--- src/design/bleadv_pkg.sv ---
// Shared types, status codes and byte offsets for the advertisement parser.
package bleadv_pkg;

   // Result status codes
   localparam logic [2:0] ST_OK          = 3'd0;
   localparam logic [2:0] ST_TOO_SHORT   = 3'd1;
   localparam logic [2:0] ST_FLAGS_LEN   = 3'd2;
   localparam logic [2:0] ST_FLAGS_TYPE  = 3'd3;
   localparam logic [2:0] ST_NOT_MFR     = 3'd4;
   localparam logic [2:0] ST_WRONG_ID    = 3'd5;
   localparam logic [2:0] ST_MD_LENGTH   = 3'd6;
   localparam logic [2:0] ST_SHORT_PAYLD = 3'd7;

   // Frame layout
   localparam int HEADER_BYTES      = 7;
   localparam int MIN_PAYLOAD_BYTES = 24;

   localparam logic [7:0] OFF_FLAGS_LEN  = 8'd0;
   localparam logic [7:0] OFF_FLAGS_TYPE = 8'd1;
   localparam logic [7:0] OFF_MD_LEN     = 8'd3;
   localparam logic [7:0] OFF_MD_TYPE    = 8'd4;
   localparam logic [7:0] OFF_ID_LOW     = 8'd5;
   localparam logic [7:0] OFF_ID_HIGH    = 8'd6;
   localparam logic [7:0] OFF_TEMP_HI    = 8'd8;
   localparam logic [7:0] OFF_TEMP_LO    = 8'd9;
   localparam logic [7:0] OFF_HUM_HI     = 8'd10;
   localparam logic [7:0] OFF_HUM_LO     = 8'd11;
   localparam logic [7:0] OFF_PRES_HI    = 8'd12;
   localparam logic [7:0] OFF_PRES_LO    = 8'd13;
   localparam logic [7:0] OFF_PWR_HI     = 8'd20;
   localparam logic [7:0] OFF_PWR_LO     = 8'd21;

   // Expected header byte values
   localparam logic [7:0] FLAGS_LEN_VAL  = 8'h02;
   localparam logic [7:0] FLAGS_TYPE_VAL = 8'h01;
   localparam logic [7:0] MD_TYPE_VAL    = 8'hff;
   localparam logic [7:0] POS_MAX        = 8'hff;

   localparam logic [15:0] MFR_ID_RESET  = 16'h0499;

   // Reading offsets
   localparam logic [16:0] PRESSURE_OFFSET = 17'd50000;
   localparam logic [11:0] BATTERY_OFFSET  = 12'd1600;

   // Frame state as seen after the current byte
   typedef struct packed {
      logic [7:0]  pos;
      logic [2:0]  hdr_err;
      logic [7:0]  md_len;
      logic [15:0] temp;
      logic [15:0] hum;
      logic [15:0] pres;
      logic [15:0] pwr;
   } frame_type;

endpackage

--- src/design/bleadv_if.sv ---
// Valid/ready channel interfaces for advertisement bytes and parse results.
interface bleadv_req_if;
   logic       valid;
   logic       ready;
   logic [7:0] ad_byte;
   logic       last_byte;

   modport source (output valid, output ad_byte, output last_byte, input ready);
   modport sink   (input valid, input ad_byte, input last_byte, output ready);
endinterface

interface bleadv_rsp_if;
   logic               valid;
   logic               ready;
   logic [2:0]         status;
   logic signed [15:0] temperature_raw;
   logic [15:0]        humidity_raw;
   logic [16:0]        pressure_pa;
   logic [11:0]        battery_mv;

   modport source (output valid, output status, output temperature_raw,
                   output humidity_raw, output pressure_pa, output battery_mv,
                   input ready);
   modport sink   (input valid, input status, input temperature_raw,
                   input humidity_raw, input pressure_pa, input battery_mv,
                   output ready);
endinterface

--- src/design/bleadv_frame.sv ---
// Byte counter, header checks and sensor word capture for one advertisement.
module bleadv_frame (
   input  logic                 clock,
   input  logic                 reset,
   input  logic                 accept,
   input  logic [7:0]           ad_byte,
   input  logic                 last_byte,
   input  logic [15:0]          mfr_id,
   output bleadv_pkg::frame_type frame_nxt
);
   import bleadv_pkg::*;

   frame_type  frame_ff;
   frame_type  frame_in;
   logic [7:0] id_low_ff;
   logic [7:0] id_low_in;

   // Frame state after the incoming byte
   always_comb begin
      frame_nxt = frame_ff;
      id_low_in = id_low_ff;
      if (frame_ff.pos != POS_MAX) begin
         case (frame_ff.pos)
            OFF_FLAGS_LEN: begin
               if (ad_byte != FLAGS_LEN_VAL && frame_ff.hdr_err == ST_OK)
                  frame_nxt.hdr_err = ST_FLAGS_LEN;
            end
            OFF_FLAGS_TYPE: begin
               if (ad_byte != FLAGS_TYPE_VAL && frame_ff.hdr_err == ST_OK)
                  frame_nxt.hdr_err = ST_FLAGS_TYPE;
            end
            OFF_MD_LEN:  frame_nxt.md_len = ad_byte;
            OFF_MD_TYPE: begin
               if (ad_byte != MD_TYPE_VAL && frame_ff.hdr_err == ST_OK)
                  frame_nxt.hdr_err = ST_NOT_MFR;
            end
            OFF_ID_LOW:  id_low_in = ad_byte;
            OFF_ID_HIGH: begin
               if ({ad_byte, id_low_ff} != mfr_id && frame_ff.hdr_err == ST_OK)
                  frame_nxt.hdr_err = ST_WRONG_ID;
            end
            OFF_TEMP_HI: frame_nxt.temp[15:8] = ad_byte;
            OFF_TEMP_LO: frame_nxt.temp[7:0]  = ad_byte;
            OFF_HUM_HI:  frame_nxt.hum[15:8]  = ad_byte;
            OFF_HUM_LO:  frame_nxt.hum[7:0]   = ad_byte;
            OFF_PRES_HI: frame_nxt.pres[15:8] = ad_byte;
            OFF_PRES_LO: frame_nxt.pres[7:0]  = ad_byte;
            OFF_PWR_HI:  frame_nxt.pwr[15:8]  = ad_byte;
            OFF_PWR_LO:  frame_nxt.pwr[7:0]   = ad_byte;
            default: ;
         endcase
         frame_nxt.pos = frame_ff.pos + 8'd1;
      end
   end

   // Last byte ends the frame and clears the state
   always_comb begin
      frame_in = frame_ff;
      if (accept) begin
         frame_in = last_byte ? '0 : frame_nxt;
      end
   end

   always_ff @(posedge clock) begin
      if (reset) begin
         frame_ff  <= '0;
         id_low_ff <= '0;
      end else if (accept) begin
         frame_ff  <= frame_in;
         id_low_ff <= last_byte ? 8'd0 : id_low_in;
      end
   end

endmodule

--- src/design/bleadv_result.sv ---
// Status decision, reading scaling and output register of the parser.
module bleadv_result #(
   parameter int MIN_PAYLOAD = bleadv_pkg::MIN_PAYLOAD_BYTES
) (
   input  logic                 clock,
   input  logic                 reset,
   input  logic                 load,
   input  bleadv_pkg::frame_type frame,
   bleadv_rsp_if.source         rsp_bus
);
   import bleadv_pkg::*;

   localparam logic [7:0] MIN_LEN = 8'(MIN_PAYLOAD + HEADER_BYTES);
   localparam logic [7:0] HDR_LEN = 8'(HEADER_BYTES);

   logic               valid_ff;
   logic [2:0]         status_ff, status_in;
   logic signed [15:0] temp_ff, temp_in;
   logic [15:0]        hum_ff, hum_in;
   logic [16:0]        pres_ff, pres_in;
   logic [11:0]        batt_ff, batt_in;
   logic [8:0]         md_end;

   // Checks in priority order
   always_comb begin
      md_end = {1'b0, frame.md_len} + 9'd4;
      if (frame.pos < HDR_LEN)
         status_in = ST_TOO_SHORT;
      else if (frame.hdr_err != ST_OK)
         status_in = frame.hdr_err;
      else if (frame.md_len >= 8'd3 && {1'b0, frame.pos} < md_end)
         status_in = ST_MD_LENGTH;
      else if (frame.pos < MIN_LEN)
         status_in = ST_SHORT_PAYLD;
      else
         status_in = ST_OK;
   end

   // Readings are zero on any failure
   always_comb begin
      temp_in = '0;
      hum_in  = '0;
      pres_in = '0;
      batt_in = '0;
      if (status_in == ST_OK) begin
         temp_in = signed'(frame.temp);
         hum_in  = frame.hum;
         pres_in = {1'b0, frame.pres} + PRESSURE_OFFSET;
         batt_in = {1'b0, frame.pwr[15:5]} + BATTERY_OFFSET;
      end
   end

   always_ff @(posedge clock) begin
      if (reset) begin
         valid_ff <= 1'b0;
      end else if (load) begin
         valid_ff <= 1'b1;
      end else if (rsp_bus.ready) begin
         valid_ff <= 1'b0;
      end
   end

   always_ff @(posedge clock) begin
      if (load) begin
         status_ff <= status_in;
         temp_ff   <= temp_in;
         hum_ff    <= hum_in;
         pres_ff   <= pres_in;
         batt_ff   <= batt_in;
      end
   end

   assign rsp_bus.valid           = valid_ff;
   assign rsp_bus.status          = status_ff;
   assign rsp_bus.temperature_raw = temp_ff;
   assign rsp_bus.humidity_raw    = hum_ff;
   assign rsp_bus.pressure_pa     = pres_ff;
   assign rsp_bus.battery_mv      = batt_ff;

endmodule

--- src/design/ble_sensor_adv_parser.sv ---
// Top level of the advertisement sensor parser.
//
// Usage:
//   req_bus carries one advertisement byte per item (ad_byte) with last_byte
//   set on the final byte. rsp_bus carries one item per advertisement:
//   status plus temperature, humidity, pressure and battery readings
//   (readings are zero unless status is ok).
//   csr_wr_en/csr_wr_data write the expected company id; write only while
//   no advertisement is in progress and no result is pending.
// Timing:
//   One byte is taken per cycle while req_bus.ready is high. The result
//   appears in the output register the cycle after the last byte is accepted.
//   Each byte passes through one update of the frame state registers.
// Reset:
//   Frame state clears, no result is pending, company id returns to 0x0499.
// Stall:
//   While a result waits and rsp_bus.ready is low, req_bus.ready drops;
//   the result register holds. When the result is taken in the same cycle,
//   the next byte is still accepted.
module ble_sensor_adv_parser #(
   parameter int MIN_PAYLOAD = bleadv_pkg::MIN_PAYLOAD_BYTES
) (
   input  logic          clock,
   input  logic          reset,
   bleadv_req_if.sink    req_bus,
   bleadv_rsp_if.source  rsp_bus,
   input  logic          csr_wr_en,
   input  logic [15:0]   csr_wr_data
);
   import bleadv_pkg::*;

   logic [15:0] mfr_id_ff;
   logic        accept;
   frame_type   frame_nxt;

   // Company id register
   always_ff @(posedge clock) begin
      if (reset) begin
         mfr_id_ff <= MFR_ID_RESET;
      end else if (csr_wr_en) begin
         mfr_id_ff <= csr_wr_data;
      end
   end

   // Take a byte when the output register is free or being drained
   assign req_bus.ready = !rsp_bus.valid || rsp_bus.ready;
   assign accept        = req_bus.valid && req_bus.ready;

   bleadv_frame u_frame (
      .clock     (clock),
      .reset     (reset),
      .accept    (accept),
      .ad_byte   (req_bus.ad_byte),
      .last_byte (req_bus.last_byte),
      .mfr_id    (mfr_id_ff),
      .frame_nxt (frame_nxt)
   );

   bleadv_result #(
      .MIN_PAYLOAD (MIN_PAYLOAD)
   ) u_result (
      .clock   (clock),
      .reset   (reset),
      .load    (accept && req_bus.last_byte),
      .frame   (frame_nxt),
      .rsp_bus (rsp_bus)
   );

endmodule

--- src/flat_wrapper.sv ---
// flat-port wrapper written by rule: the top's interface ports become plain ports
module ble_sensor_adv_parser_flat import bleadv_pkg::*;
#(
   parameter int MIN_PAYLOAD = bleadv_pkg::MIN_PAYLOAD_BYTES
)
  (clock, reset, csr_wr_en, csr_wr_data, req_bus_valid, req_bus_ad_byte, req_bus_last_byte, req_bus_ready, rsp_bus_valid, rsp_bus_status, rsp_bus_temperature_raw, rsp_bus_humidity_raw, rsp_bus_pressure_pa, rsp_bus_battery_mv, rsp_bus_ready);
  bleadv_req_if req_bus_i ();
  bleadv_rsp_if rsp_bus_i ();
  input  logic clock;
  input  logic reset;
  input  logic csr_wr_en;
  input  logic [15:0] csr_wr_data;
  input wire logic [$bits(req_bus_i.valid)-1:0] req_bus_valid;
  input wire logic [$bits(req_bus_i.ad_byte)-1:0] req_bus_ad_byte;
  input wire logic [$bits(req_bus_i.last_byte)-1:0] req_bus_last_byte;
  output wire logic [$bits(req_bus_i.ready)-1:0] req_bus_ready;
  output wire logic [$bits(rsp_bus_i.valid)-1:0] rsp_bus_valid;
  output wire logic [$bits(rsp_bus_i.status)-1:0] rsp_bus_status;
  output wire logic [$bits(rsp_bus_i.temperature_raw)-1:0] rsp_bus_temperature_raw;
  output wire logic [$bits(rsp_bus_i.humidity_raw)-1:0] rsp_bus_humidity_raw;
  output wire logic [$bits(rsp_bus_i.pressure_pa)-1:0] rsp_bus_pressure_pa;
  output wire logic [$bits(rsp_bus_i.battery_mv)-1:0] rsp_bus_battery_mv;
  input wire logic [$bits(rsp_bus_i.ready)-1:0] rsp_bus_ready;
  assign req_bus_i.valid = req_bus_valid;
  assign req_bus_i.ad_byte = req_bus_ad_byte;
  assign req_bus_i.last_byte = req_bus_last_byte;
  assign req_bus_ready = req_bus_i.ready;
  assign rsp_bus_valid = rsp_bus_i.valid;
  assign rsp_bus_status = rsp_bus_i.status;
  assign rsp_bus_temperature_raw = rsp_bus_i.temperature_raw;
  assign rsp_bus_humidity_raw = rsp_bus_i.humidity_raw;
  assign rsp_bus_pressure_pa = rsp_bus_i.pressure_pa;
  assign rsp_bus_battery_mv = rsp_bus_i.battery_mv;
  assign rsp_bus_i.ready = rsp_bus_ready;
  ble_sensor_adv_parser #(.MIN_PAYLOAD(MIN_PAYLOAD)) u_core (.clock(clock), .reset(reset), .req_bus(req_bus_i), .rsp_bus(rsp_bus_i), .csr_wr_en(csr_wr_en), .csr_wr_data(csr_wr_data));
endmodule
--- config.mk ---
export PLATFORM = sky130hd
export DESIGN_NAME = ble_sensor_adv_parser_flat
export DESIGN_NICKNAME = d
export VERILOG_FILES = /design/src/design/bleadv_pkg.sv /design/src/design/bleadv_if.sv /design/src/design/bleadv_frame.sv /design/src/design/bleadv_result.sv /design/src/design/ble_sensor_adv_parser.sv /design/src/flat_wrapper.sv
export SDC_FILE = /design/constraint.sdc
export NUM_CORES = 1
export LEC_CHECK = 0
export BUFFER_PORTS_ARGS = -buffer_cell sky130_fd_sc_hd__buf_4
export CELL_PAD_IN_SITES_DETAIL_PLACEMENT = 0
export CELL_PAD_IN_SITES_GLOBAL_PLACEMENT = 1
export CORE_UTILIZATION = 37
export DETAILED_ROUTE_END_ITERATION = 8
export HOLD_SLACK_MARGIN = 0.12
export PLACE_DENSITY_LB_ADDON = 0.1
export REMOVE_ABC_BUFFERS = 1
export SYNTH_ARGS = -nofsm -noshare
export SYNTH_HDL_FRONTEND = slang
export SYNTH_SLANG_ARGS = --single-unit
export TNS_END_PERCENT = 50
--- constraint.sdc ---
create_clock -name clock -period 3.9 [get_ports clock]
set_input_delay 0.39 -clock clock [delete_from_list [all_inputs] [get_ports clock]]
set_output_delay 0.39 -clock clock [all_outputs]
set_load 0.1 [all_outputs]
==> results.cfg, run 1 <==
[worst_hold_path]
hp-start = csr_wr_data[7]
hold_depth = 2
worstHoldPathType = in -> reg
hold_path_end = u_core.mfr_id_ff[7]

[logic_synthesis]
synth_top_area_cell = dfxtp_1
syn_inst = 867
ys_ff_latch = 167
synth_top_area_share_pct = 25.5
yosysMostFrequentCell = nor2_1
syn_area_mm2 = 0.00808
synth-seq-area-share_pct = 49.3
syn-mean-instance-area_um2 = 9.32
yosysUniqueCellTypes = 58
yosys_warnings = 0
synth_common_cells = nor2_1 (175), dfxtp_1 (103), a22oi_1 (79)
synthTopCellsByArea = dfxtp_1 (26%), edfxtp_1 (24%), nor2_1 (8.1%)
synth_edf_count = 64
synth-async-reset-ratio_pct = 0
synth_top_flop_cell = dfxtp_1

[power_and_ir_drop]
total_power_mw = 4.02
peakVddDrop_mv = 0.298
internal_power_mw = 2.86
clkPwrFrac_pct = 40.9
power.share.sequential_pct = 46.5
p_leak_nw = 3.57
switching_power_mw = 1.17
power_frac_comb_pct = 12.6
power_density_mw_per_mm2 = 421
sw_frac_of_total_pct = 29.0

[cells_and_area]
n_antenna_cell = 0
final_nets = 976
layout-drive-gt1-share_pct = 17.1
fin_util_pct = 45.0
finalInstanceArea_mm2 = 0.00956
syn2layout_area_growth_pct = 18.3

[drt]
dr_total_vias = 6608
drc_errors = 0
via_per_inst = 5.41
ant_nets = 0
finalWirelength_mm = 23.2
drt_first_iter_violations = 460
drt-wirelength-per-cell_um = 19.0
firstDrtPassIters = 6

[timing]
period_needed_ns = 3.56
fin_hold_ws_ns = 0.161
period_share_pct = 91.3
slew_violations = 0
hold_viol_final = 0
worst_slack_ns = 0.338
relSlewSlack_pct = 26.9
rsz0062_at_grt = false
finalSetupViolations = 0
fmax_mhz = 281
worst_pin_slew_ns = 1.10
finClkSkew_ns = 0.00966

[floorplan]
die_h_um = 150
pin_count = 96
rows = 53
dieArea_mm2 = 0.0224
die_w_um = 150
core_mm2 = 0.0212
initial_core_util_pct = 38.1

[grt]
grt_max_degree = 102
track_usage_pct = 21.5
grt_pass1_vias = 6381
grt_overflow = 0
grt_pass1_wl_mm = 35.9
antenna_found_initial = 0

[clock_tree]
insertion_delay_ns = 0.43
cts_setup_buffers = 0
cts_max_level = 4
cts_tree = yes
path_clk_slew_ns = 0.07
clock-sinks = 167
numCtsBuffers = 17
cts-root-buf = clkbuf_16
clockBufferDepth = 2

[place]
placed_area_mm2 = 0.00898
place_ws_ns = 0.289
gp_congestion = 0.868
portBuffers = 95
dp_hpwl_mm = 15.7

[worst_setup_path]
crit_fanout = 14
timing.rr.end = u_core.u_result.rsp_bus.pressure_pa[6]
r2r_slack_ns = 0.34
start_kind = flop
r2r-start = u_core.u_frame.frame_ff[75]
end_kind = flop
arrival_ns = 3.74
required_ns = 4.08
rr_worst_depth = 12
worstSetupPathType = reg -> reg

[run_status]
status = complete, no violations

[job]
max-cap-violations = 0
## metrics by stage
stage / TNS, ns / cells
floorplan: -0.254 / 799
global placement: 0 / 1189
detailed placement: 0 / 1189
CTS: 0 / 1221
global route: 0 / 1221
finish: 0 / 1221
## timing repair
action / in CTS / in global routing
hold buffers: 0 / 0
setup endpoints to repair: 0 / 59
gates resized for setup: 0 / 1
## how the worst max path moves through the flow
stage	startpoint	slack, ns	endpoint
2_1_floorplan	u_core.u_result.rsp_bus.valid	-0.15	u_core.u_frame.frame_ff[72]
3_3_place_gp	u_core.u_frame.frame_ff[75]	0.38	u_core.u_result.rsp_bus.humidity_raw[12]
3_5_place_dp	u_core.u_frame.frame_ff[75]	0.29	u_core.u_result.rsp_bus.humidity_raw[11]
4_1_cts	u_core.u_frame.frame_ff[75]	0.26	u_core.u_result.rsp_bus.humidity_raw[11]
5_1_grt	u_core.u_frame.frame_ff[75]	0.09	u_core.u_result.rsp_bus.temperature_raw[14]
6_report	u_core.u_frame.frame_ff[75]	0.34	u_core.u_result.rsp_bus.pressure_pa[6]
## worst max-delay path, stage by stage (launching register included)
cell,delay (ns)
dfxtp_1,0.54
ha_1,0.38
and3_1,0.31
a31oi_1,0.11
a41oi_1,0.35
ha_1,0.32
a21o_1,0.17
a21oi_1,0.14
o221ai_1,0.12
a31oi_1,0.24
or3b_2,0.30
buf_4,0.25
nor2_1,0.07
## power groups by stage
stage / logic [mW] / clock network, mW / registers (mW)
final: 0.509 / 1.64 / 1.87
after global routing: 0.532 / 1.76 / 1.87
after CTS: 0.512 / 1.69 / 1.87
after detailed placement: 0.511 / 0 / 1.91
after global placement: 0.509 / 0 / 1.91
after floorplan: 0.102 / 0 / 2.13
## area by class of cell
class                      instances  area (µm²)
fill                            2079       11700
sequential                       167        3980
multi-input combinational        618        3720
timing repair buffer             115         888
clock buffer                      18         429
tap                              275         344
clock inverter                    14         141
inverter                          14        52.6
## routing by layer
metal / vias up / wire (µm) / global-route usage (%)
met3: 42 / 1150 / 4.15
met4: 0 / 540 / 8.33
met1: 3180 / 10700 / 28.6
li1: 3198 / - / -
met5: - / 0 / 0
met2: 188 / 10700 / 34.4
## cell families (layout without fill, tap and decap cells)
family / count (synthesis) / count (layout) / share of synthesized area, %
buffers and inverters: 82 / 161 / 4.72
AOI/OAI and AO/OA: 190 / 190 / 15.7
xor gates and xnor gates: 43 / 43 / 4.66
and+or+nand+nor: 329 / 329 / 18.1
adders and majority gates: 13 / 13 / 2.01
muxes: 43 / 43 / 5.42
DFF: 167 / 167 / 49.3
## registers in the layout, indices dropped and copies added (netlist names)
name	flops
u_core.u_result.rsp_bus.humidity_raw	16
u_core.u_result.rsp_bus.pressure_pa	17
u_core.u_result.rsp_bus.temperature_raw	16
u_core.mfr_id_ff	16
u_core.u_result.rsp_bus.status	3
u_core.u_frame.frame_ff	78
u_core.u_frame.id_low_ff	8
u_core.u_result.rsp_bus.valid	1
u_core.u_result.rsp_bus.battery_mv	12
## layout by cell type, fill, tap and decap left out, types with 3 or more instances in the layout
master	instances
buf_4	113
nand3_1	18
clkinv_4	3
and2_1	4
mux2i_1	39
edfxtp_1	64
nor3_1	8
inv_6	3
inv_8	3
a211oi_2	3
nor3b_1	3
a22oi_1	79
a31oi_1	7
mux2_2	3
o21ai_0	17
dfxtp_1	103
or3_1	5
nor2_1	175
inv_1	13
ha_1	13
xnor2_1	30
and4_1	3
o21ai_1	9
nand2_1	65
clkbuf_16	17
nor2b_1	17
a211o_1	5
nand4_1	8
xor2_1	13
and3_1	6
a21oi_1	49
nand2b_1	6
No activity file was read; power rests on OpenSTA's default activity.
==> run 2, diff against run 1 <==
CTS_CLUSTER_SIZE = 28   (was not set)
SYNTH_HIERARCHICAL = 1   (was not set)
==> results.cfg, run 2 <==
[cells_and_area]
regArea_mm2 = 0.00398
fillerInstances = 2163
final_nets = 906
layout-drive-gt1-share_pct = 27.9
n_antenna_cell = 0
syn2layout_area_growth_pct = 17.7
layout_commonest_cell = buf_4
fin_util_pct = 44.3
largest_register_ffs = 78
regMostFlops = u_core/u_frame/frame_ff
multi_input_area_mm2 = 0.00390
fin_cells = 1158
final_cell_mix = buf_4 (113), dfxtp_1 (103), inv_1 (72)

[worst_hold_path]
worstHoldPathType = in -> reg
hold_depth = 2

[worst_setup_path]
rr_worst_depth = 13
worstSetupPathType = reg -> reg
arrival_ns = 3.86
crit_fanout = 61
start_kind = flop
end_kind = flop
required_ns = 4.17

[grt]
grt_pass1_wl_mm = 35.0
grt_overflow = 0
grt_max_degree = 78
track_usage_pct = 19.4
antenna_found_initial = 0
grt_pass1_vias = 6245

[floorplan]
die_w_um = 154
dieArea_mm2 = 0.0236
core_mm2 = 0.0226
rows = 55
initial_core_util_pct = 37.6
die_h_um = 154
pin_count = 96

[drt]
via_per_inst = 5.38
drc_errors = 0
firstDrtPassIters = 5
drt-wirelength-per-cell_um = 19.4
drt_first_iter_violations = 509
dr_total_vias = 6231
finalWirelength_mm = 22.4
ant_nets = 0

[logic_synthesis]
syn_inst = 788
syn_area_mm2 = 0.00850
yosys_warnings = 6
syn-mean-instance-area_um2 = 10.8

[place]
portBuffers = 95
gp_congestion = 0.836
dp_cells = 1127
dp_hpwl_mm = 15.0
place_ws_ns = 0.276

[timing]
period_share_pct = 92.0
worst_pin_slew_ns = 1.00
hold_viol_final = 0
finalSetupViolations = 0
fmax_mhz = 279
slew_violations = 0
rsz0062_at_grt = false
worst_slack_ns = 0.311
relSlewSlack_pct = 33.1
finClkSkew_ns = 0.00913
fin_hold_ws_ns = 0.169
period_needed_ns = 3.59

[job]
max-cap-violations = 0

[clock_tree]
post_cts_resized = 0
clockBufferDepth = 2
clock-sinks = 167
insertion_delay_ns = 0.43
cts-root-buf = clkbuf_16
numCtsBuffers = 17
cts_setup_buffers = 0
cts_tree = yes
cts_max_level = 4
path_clk_slew_ns = 0.07
ctsHoldBuffers = 0

[power_and_ir_drop]
power_density_mw_per_mm2 = 417
p_leak_nw = 3.69
peakVddDrop_mv = 0.244

[run_status]
status = complete, no violations
[run 2: per-layer routing]
metal | part of all wire, % | global-route usage (%)
met3 | 3.9 | 4.06
met1 | 47 | 25.6
met5 | 0 | 0
met2 | 47 | 31.8
met4 | 1.8 | 6.19
[run 2: worst max-delay path, stage by stage, from the launching register on]
cell and delay (ns):
dfxtp_1 0.39, nor4_4 0.38, nand3_4 0.22, mux2_2 0.34, ha_1 0.25, nand3_1 0.11, xor2_1 0.15, ha_1 0.30
nand3_1 0.08, a31o_1 0.23, or3b_4 0.39, o21ai_4 0.15, buf_12 0.21, a21boi_0 0.19
[run 2: cell type report]
type	instances	area share [%]
flip-flops and latches	167	39.8
multi-input cells	489	39.0
repair buffers	114	8.68
clock buffers	19	4.43
well taps	285	3.57
inverters	72	2.70
clock inverters	12	1.75
[run 2: worst paths after layout]
check	from	end	slack (ns)
worst max register to register	u_core/u_frame/frame_ff[82]	u_core/u_result/rsp_bus.battery_mv[11]	0.31
worst max-delay path	u_core/u_frame/frame_ff[82]	u_core/u_result/rsp_bus.battery_mv[11]	0.31
worst min register to register	u_core/u_frame/frame_ff[43]	u_core/u_frame/frame_ff[43]	0.47
worst min-delay path	csr_wr_data[4]	u_core/mfr_id_ff[4]	0.17
[run 2: power breakdown]
part           switching (mW)  internal (mW)
Clock                   0.703           1.09
Sequential             0.0188           1.85
Combinational           0.400          0.114
Total                    1.12           3.05
[run 2: metrics by stage]
| stage | setup TNS, ns | power (mW) | instance area [µm²] |
|---|---|---|---|
| 6_report | 0 | 4.17 | 10000 |
| 5_1_grt | 0 | 4.31 | 10000 |
| 4_1_cts | 0 | 4.21 | 10000 |
| 3_5_place_dp | 0 | 2.42 | 9380 |
| 3_3_place_gp | 0 | 2.42 | 9380 |
| 2_1_floorplan | -6.88 | 2.24 | 8160 |
==> run 3, diff against run 2 <==
clock period = 3.2 ns   (was 3.9 ns; I/O delays follow)
==> results.cfg, run 3 (synthesis results as in run 2) <==
[run_status]
status = finished with violations
violations = negative setup slack

[grt]
grt_pass1_vias = 6512
grt_pass1_wl_mm = 36.1
grt_overflow = 0
antenna_found_initial = 0
track_usage_pct = 20.0
grt_max_degree = 72

[cells_and_area]
regArea_mm2 = 0.00399
largest_register_ffs = 78
final_nets = 961
syn2layout_area_growth_pct = 23.5
fillerInstances = 2127
layout_commonest_cell = buf_4
regMostFlops = u_core/u_frame/frame_ff
finalInstanceArea_mm2 = 0.0105
layout-drive-gt1-share_pct = 32.4
multi_input_area_mm2 = 0.00395
final_cell_mix = buf_4 (152), dfxtp_1 (102), inv_1 (72)

[worst_setup_path]
r2r_slack_ns = -0.14
arrival_ns = 3.63
start_kind = flop
end_kind = flop
crit_slowest_cell = or3b_4
crit_fanout = 9
path_cells = nor4_4 -> nand3_4 -> mux2_4 -> and3_4 -> nand3_2 -> xor2_1 -> ha_1 -> nand3_1 -> a31o_1 -> or3b_4 -> o21ai_4 -> buf_6 -> buf_6 -> and2_1
required_ns = 3.50
rr_worst_depth = 14
path_depth = 14
critPathBufInv = 2
crit_top_cell = buf_6
cpPeakStageDelay_ns = 0.38
worstSetupPathType = reg -> reg
crit_family = simple AND/OR/NAND/NOR gates

[timing]
slew_violations = 0
finClkSkew_ns = 0.0116
finalSetupViolations = 61
period_share_pct = 104
fmax_mhz = 300
hold_viol_final = 0
fin_hold_ws_ns = 0.140
worst_slack_ns = -0.136
period_needed_ns = 3.34
relSlewSlack_pct = 42.4
rsz0062_at_grt = true
worst_pin_slew_ns = 0.864

[clock_tree]
clock-sinks = 167
insertion_delay_ns = 0.43
cts_tree = yes
cts-root-buf = clkbuf_16
numCtsBuffers = 17
path_clk_slew_ns = 0.07
cts_max_level = 4
clockBufferDepth = 2

[place]
portBuffers = 95
dp_hpwl_mm = 15.7
placed_area_mm2 = 0.00965
gp_congestion = 0.770

[floorplan]
dieArea_mm2 = 0.0236
rows = 55
pin_count = 96
die_h_um = 154
die_w_um = 154
core_mm2 = 0.0226
initial_core_util_pct = 37.6

[drt]
drt-wirelength-per-cell_um = 19.1
ant_nets = 0
dr_total_vias = 6424
drt_first_iter_violations = 365
via_per_inst = 5.29
finalWirelength_mm = 23.2
drc_errors = 0
firstDrtPassIters = 5

[power_and_ir_drop]
p_leak_nw = 3.97
power_density_mw_per_mm2 = 474
peakVddDrop_mv = 0.302

[job]
max-cap-violations = 0

[worst_hold_path]
hold_depth = 3
worstHoldPathType = in -> reg
==> run 3: cell type report <==
class / instances / share of cell area, %
Sequential cell: 167 / 38.0
Multi-Input combinational cell: 489 / 37.6
Timing Repair Buffer: 169 / 12.8
Clock buffer: 21 / 4.50
Tap cell: 285 / 3.40
Inverter: 72 / 2.58
Clock inverter: 11 / 1.07
Antenna cell: 1 / 0.0238
==> run 3: repair_timing <==
action | CTS | global route
pin swaps | 0 | 6
setup buffers | 0 | 6
gates resized for setup | 1 | 19
hold endpoints to repair | 10 | 0
setup endpoints to repair | 61 | 64
hold buffers | 10 | 0
gates cloned | 0 | 3
==> run 3: worst reg2reg max path: cells and delay by family, from the launching register on <==
| family | cells | cell delay [ns] |
|---|---|---|
| flip-flops | 1 | 0.36 |
| adder cells (fa/ha/maj) | 1 | 0.33 |
| multiplexers | 1 | 0.34 |
| AO/OA/AOI/OAI | 2 | 0.41 |
| buffers and inverters | 2 | 0.30 |
| XOR/XNOR | 1 | 0.07 |
| AND/OR/NAND/NOR | 7 | 1.38 |
==> run 3: metal layers <==
layer  track usage (%)  up-vias  routed length, µm
met5                 0        -                  0
met4              7.67        0                531
met3              4.65       28               1040
met2              33.6      172              11300
met1              24.9     3094              10400
li1                  -     3130                  -
==> run 3: through the flow <==
stage                     instances  util (%)  TNS (ns)  power (mW)  setup slack, ns
after CTS                      1205      45.8     -2.35        5.03          -0.0902
after detailed placement       1163      42.8     -1.85        2.96           -0.113
final                          1215      46.5     -5.75        4.98           -0.136
after floorplan                 728         -   -114.02        2.73           -0.860
after global routing           1214      46.5    -15.39        5.17           -0.285
after global placement         1163      42.8   -0.0408        2.95          -0.0364
==> run 3: worst paths after layout <==
path | from | to
setup / recovery | u_core/u_frame/frame_ff[81] | u_core/u_result/rsp_bus.temperature_raw[13]
hold / removal | csr_wr_data[8] | u_core/mfr_id_ff[8]
setup reg to reg | u_core/u_frame/frame_ff[81] | u_core/u_result/rsp_bus.temperature_raw[13]
hold reg to reg | u_core/u_frame/frame_ff[41] | u_core/u_frame/frame_ff[41]
==> run 3: report_power, final <==
group / leakage [nW] / switching [mW] / internal (mW)
logic: 2.29 / 0.490 / 0.156
registers: 1.40 / 0.0209 / 2.25
clock network: 0.283 / 0.900 / 1.16
total: 3.97 / 1.41 / 3.57
